`src/rtl/ffa_pkg.sv`:
```
package ffa_pkg;

    // Fixed field widths of the request and response channels.
    localparam int OP_W    = 2;
    localparam int SIZE_W  = 16;
    localparam int OFS_W   = 16;
    localparam int ST_W    = 2;
    localparam int LIMIT_W = 17;

    // A request plus its header, rounded up to the alignment, fits in this width.
    localparam int NEED_W = 17;

    // Every block carries a header of this many bytes in front of its payload.
    localparam int HDR_BYTES = 16;

    // The break may not reach this value, or the payload offset overflows 16 bits.
    localparam int PAY_LIMIT = 65536 - HDR_BYTES;

    localparam logic [LIMIT_W-1:0] LIMIT_RESET = 17'h10000;

    // Defaults for the top level parameters.
    localparam int FREE_SLOTS_DEF  = 64;
    localparam int HEAP_BYTES_DEF  = 65536;
    localparam int ALIGN_BYTES_DEF = 16;

    typedef enum logic [OP_W-1:0] {
        OP_INIT    = 2'd0,
        OP_ALLOC   = 2'd1,
        OP_RELEASE = 2'd2,
        OP_RESIZE  = 2'd3
    } op_t;

    typedef enum logic [ST_W-1:0] {
        ST_OK   = 2'd0,
        ST_OOH  = 2'd1,
        ST_FULL = 2'd2,
        ST_NULL = 2'd3
    } status_t;

endpackage

```
`src/rtl/ffa_ram.sv`:
```
module ffa_ram
    import ffa_pkg::*;
#(
    parameter int DEPTH = FREE_SLOTS_DEF,
    parameter int WIDTH = SIZE_W,
    parameter int AW    = (DEPTH > 1) ? $clog2(DEPTH) : 1
) (
    input  logic             clk,
    input  logic             we,
    input  logic [AW-1:0]    waddr,
    input  logic [WIDTH-1:0] wdata,
    input  logic [AW-1:0]    raddr,
    output logic [WIDTH-1:0] rdata
);

    // Simple dual-port memory with a registered read port.
    logic [WIDTH-1:0] mem [DEPTH];

    always_ff @(posedge clk)
    begin
        if (we)
        begin
            mem[waddr] <= wdata;
        end
    end

    always_ff @(posedge clk)
    begin
        rdata <= mem[raddr];
    end

endmodule

```
`config.mk`:
```
export PLATFORM = sky130hd
export DESIGN_NAME = ffa_ram
export DESIGN_NICKNAME = d
export VERILOG_FILES = /design/src/rtl/ffa_pkg.sv /design/src/rtl/ffa_ram.sv
export SDC_FILE = /design/constraint.sdc
export NUM_CORES = 1
export LEC_CHECK = 0
export BUFFER_PORTS_ARGS = -buffer_cell sky130_fd_sc_hd__buf_4
export CAP_MARGIN = 20
export CELL_PAD_IN_SITES_DETAIL_PLACEMENT = 2
export CELL_PAD_IN_SITES_GLOBAL_PLACEMENT = 2
export CORE_ASPECT_RATIO = 1.1
export CORE_MARGIN = 1.5
export CORE_UTILIZATION = 44
export DETAILED_ROUTE_END_ITERATION = 7
export PLACE_DENSITY = 0.73
export SYNTH_ARGS = -nofsm -noshare
export SYNTH_HDL_FRONTEND = slang
export SYNTH_SLANG_ARGS = --single-unit
```
`constraint.sdc`:
```
create_clock -name clk -period 3.4 [get_ports clk]
set_input_delay 1.02 -clock clk [delete_from_list [all_inputs] [get_ports clk]]
set_output_delay 1.02 -clock clk [all_outputs]
set_load 0.01 [all_outputs]
```
### Yosys cells after proc, flatten, opt, wreduce, memory -nomap -nowiden

Memory sizes are Yosys's and may differ from the RTL's. A register that Yosys moved wholly into a read port is not among the register bits.
Index checks and enable logic that the tools add are counted.

* memories kept: 1
* RAM bits: 1024
* flip-flop bits (word level): 0

* muxes and demuxes: 2

Memories
* mem: words 64, bits a word 16, rd ports 1, clocked after Yosys merged registers in 1, write ports 1, line ffa_ram.sv:17 `logic [WIDTH-1:0] mem [DEPTH];`

Operator list (count)
* 1-bit 2-to-1 mux: 2

### Longest topological paths before layout

* depth in word-level cells: 2
* mapped depth: 10

### Worst setup path before layout

OpenSTA, ideal clock, no wires.

* path kind: input port to flip-flop
* start: input port waddr[3]
* end: memory mem[48][0] (netlist bit) (enable)
* data arrival time: 2646 ps
* setup slack: 345 ps
* data required time: 2991 ps
* cell stages on the path: 4
* path buffers: 1
* setup time: 409 ps
* cells stage by stage: clkbuf_1 nor2b_1 nand4b_1 nor3_1

RTL lines
* from (decl): line ffa_ram.sv:10 `input logic [AW-1:0] waddr,`
* to (decl): line ffa_ram.sv:17

No word-level cell before the write port.

==> impl_metrics.ini <==
[sta]
clock_skew_ns = 0.0674
hold_viol_final = 0
setup-violations-final = 0
fin_crit_ns = 3.16
worst_pin_slew_ns = 1.02
fin_ws_ns = 0.236
max_slew_margin_pct = 31.8
rsz0062_at_grt = false
finalCritPeriodShare_pct = 93.1
finalMaxSlewViolations = 0
timing.fmax_ghz = 0.316

[setup_path]
start_kind = primary input
cpPeakStageDelay_ns = 0.58
endpoint_kind = register
cp.arrival_ns = 3.71
crit_fanout = 76
reg2reg_from = mem[21][3]
slowest_stage = a31oi_1
r2r_setup_slack_ns = 0.92
cp_cell_sequence = buf_8, buf_4, buf_4, mux2i_1, nand3_1, a31oi_1, a311oi_1
cpMostUsedCell = buf_4
r2r_cells = 6
worstReg2RegEnd = rdata[3]
crit_type = primary input to register
worstPathRequired_ns = 3.94

[cts]
cts_tree = yes
cts_buffers = 104
clk_pin_slew_worst_paths_ns = 0.07
cts_num_sinks = 1040
cts-htree-levels = 3
insertion_delay_ns = 0.73
ctsResizeCount = 0
clock-root-buffer = clkbuf_16
holdBufCountCts = 0
post_cts_buffers = 0
cts_buffer_depth = 3

[placed_design]
dpl-instance-area_mm2 = 0.0427
port_buffers = 45
place.gp.congestion = 0.874
dp_slack_ns = -0.314
hpwl_um = 79500
place_inst = 3119

[logic_synthesis]
synthFlopType = edfxtp_1
netlist_instances = 1829
synth.ff_latch_count = 1040
syn_nets = 1859
ys_async_sr_fraction_pct = 0
synth_top_area_cell = edfxtp_1
seq_area_frac_synth_pct = 77.6
synth_edf_count = 1024
synth_top_area_share_pct = 76.8
syn_area_per_cell_um2 = 21.9
synthTopCellsByArea = edfxtp_1, mux4_2, mux2i_1
synthDistinctLibCells = 43
syn-cell-area_mm2 = 0.0400
ys_warn_count = 0

[power_and_ir_drop]
pwr-share-seq_pct = 51.0
max-vdd-ir-drop_uv = 335
p_int_uw = 21500
power.switching_uw = 6480
leakagePower_uw = 0.0149
powerDensity_mw_per_mm2 = 606
p_sw_share_pct = 23.2
clkPwrFrac_pct = 43.4
combPwrFrac_pct = 5.7

[outcome]
status = complete, no violations

[detailed_routing]
dr.pass1.iters = 5
wirelength_um = 139000
drt_iter0_drc = 2829
drtAntennaViolNets = 0
post-route-drc-count = 0
routedWlPerCell_um = 42.0
via_per_inst = 6.45
vias = 21373

[global_routing]
antenna_found_initial = 9
grt_max_degree = 77
grt_pass1_vias = 23042
gr-total-overflow = 0
grt_usage_pct = 30.3
grt_pass1_wl_um = 194000

[final_layout]
syn2layout_area_growth_pct = 15.3
fin_util_pct = 51.4
nets = 2087
most-common-layout-cells = edfxtp_1, mux4_2, buf_4
finalNonFillerCells = 3315
layout_commonest_cell = edfxtp_1
final_layout_size_suffix_gt1_share_pct = 29.9
multi_input_area_mm2 = 0.00825
regArea_mm2 = 0.0311
final_cell_area_mm2 = 0.0462
fill_cells = 7606

[floorplan]
std_cell_rows = 115
dieArea_mm2 = 0.0928
core_mm2 = 0.0898
start_util_pct = 44.6
die_y_um = 319
die_x_um = 291
pin_count = 46

[run]
max-cap-violations = 0

[worst_hold_path]
holdCritStartpoint = wdata[8]
hold_path.class = primary input to register
hold_end = mem[10][8]
hold_path_depth = 1
==> critical path, delay by kind of cell <==
kind | cells | cell delay [ns]
AO/OA/AOI/OAI | 2 | 0.70
buffers and inverters | 3 | 1.25
multiplexers | 1 | 0.47
AND/OR/NAND/NOR | 1 | 0.16
==> how the worst max path moves through the flow <==
stage / startpoint / depth (start not counted) / to / slack, ns
floorplan: waddr[3] / 4 / mem[48][0] / 0.35
global placement: raddr[0] / 8 / rdata[4] / -0.19
detailed placement: raddr[2] / 7 / rdata[1] / -0.31
global route: raddr[0] / 8 / rdata[3] / 0.27
finish: raddr[2] / 7 / rdata[0] / 0.24
CTS: raddr[0] / 8 / rdata[3] / 0.43
==> synthesized netlist by cell type (6+ instances only) <==
library cell	instances
a31oi_1	8
nand4_1	12
edfxtp_1	1024
a211oi_1	8
dfxtp_1	16
nor2b_1	30
a221o_1	6
nand2_1	59
a22oi_1	39
clkbuf_1	24
mux4_2	220
a22o_1	6
a21oi_1	17
mux2_2	27
a311oi_1	8
buf_4	13
nor2_1	72
mux2i_1	85
a211o_1	8
buf_2	36
nand3_1	24
buf_6	17
a221oi_1	16
==> flip-flops by register name, indices dropped and copies added, names as in the netlist <==
signal  count
rdata      16
mem      1024
==> metrics by stage <==
stage | hold WS (ns) | setup TNS, ns | total power [uW]
5_1_grt | 0.952 | 0 | 28500
6_report | 0.915 | 0 | 28000
4_1_cts | 0.921 | 0 | 28100
2_1_floorplan | 0.750 | 0 | 15200
3_5_place_dp | 0.930 | -1.47 | 16100
3_3_place_gp | 0.884 | -0.551 | 15900
==> routing by layer <==
| metal | track usage [%] | routed length [um] | up-vias |
|---|---|---|---|
| met4 | 12.8 | 6480 | 12 |
| li1 | - | - | 8130 |
| met5 | 0 | 73 | - |
| met3 | 5.48 | 10500 | 325 |
| met1 | 38.0 | 52000 | 11673 |
| met2 | 51.9 | 70200 | 1233 |
==> logic make-up after synthesis <==
| family | Yosys count | synth area share (%) |
|---|---|---|
| AOI/OAI and AO/OA | 129 | 2.41 |
| muxes | 336 | 15.5 |
| and+or+nand+nor | 220 | 2.65 |
| DFF | 1040 | 77.6 |
| buffers and inverters | 104 | 1.83 |
==> power by group through the flow <==
stage | registers (uW) | logic (uW) | clock network (uW)
detailed placement | 14500 | 1530 | 0
floorplan | 14500 | 735 | 0
global placement | 14500 | 1420 | 0
global route | 14300 | 1630 | 12600
finish | 14300 | 1590 | 12100
CTS | 14300 | 1580 | 12300
==> final cells by class <==
class | count | area share, %
antenna | 1 | 0.00542
timing repair buffer | 226 | 4.25
clock inverter | 64 | 1.48
clock buffer | 129 | 5.97
multi-input combinational | 685 | 17.9
tap | 1170 | 3.17
sequential | 1040 | 67.3
Power figures use the tool's default switching activity.
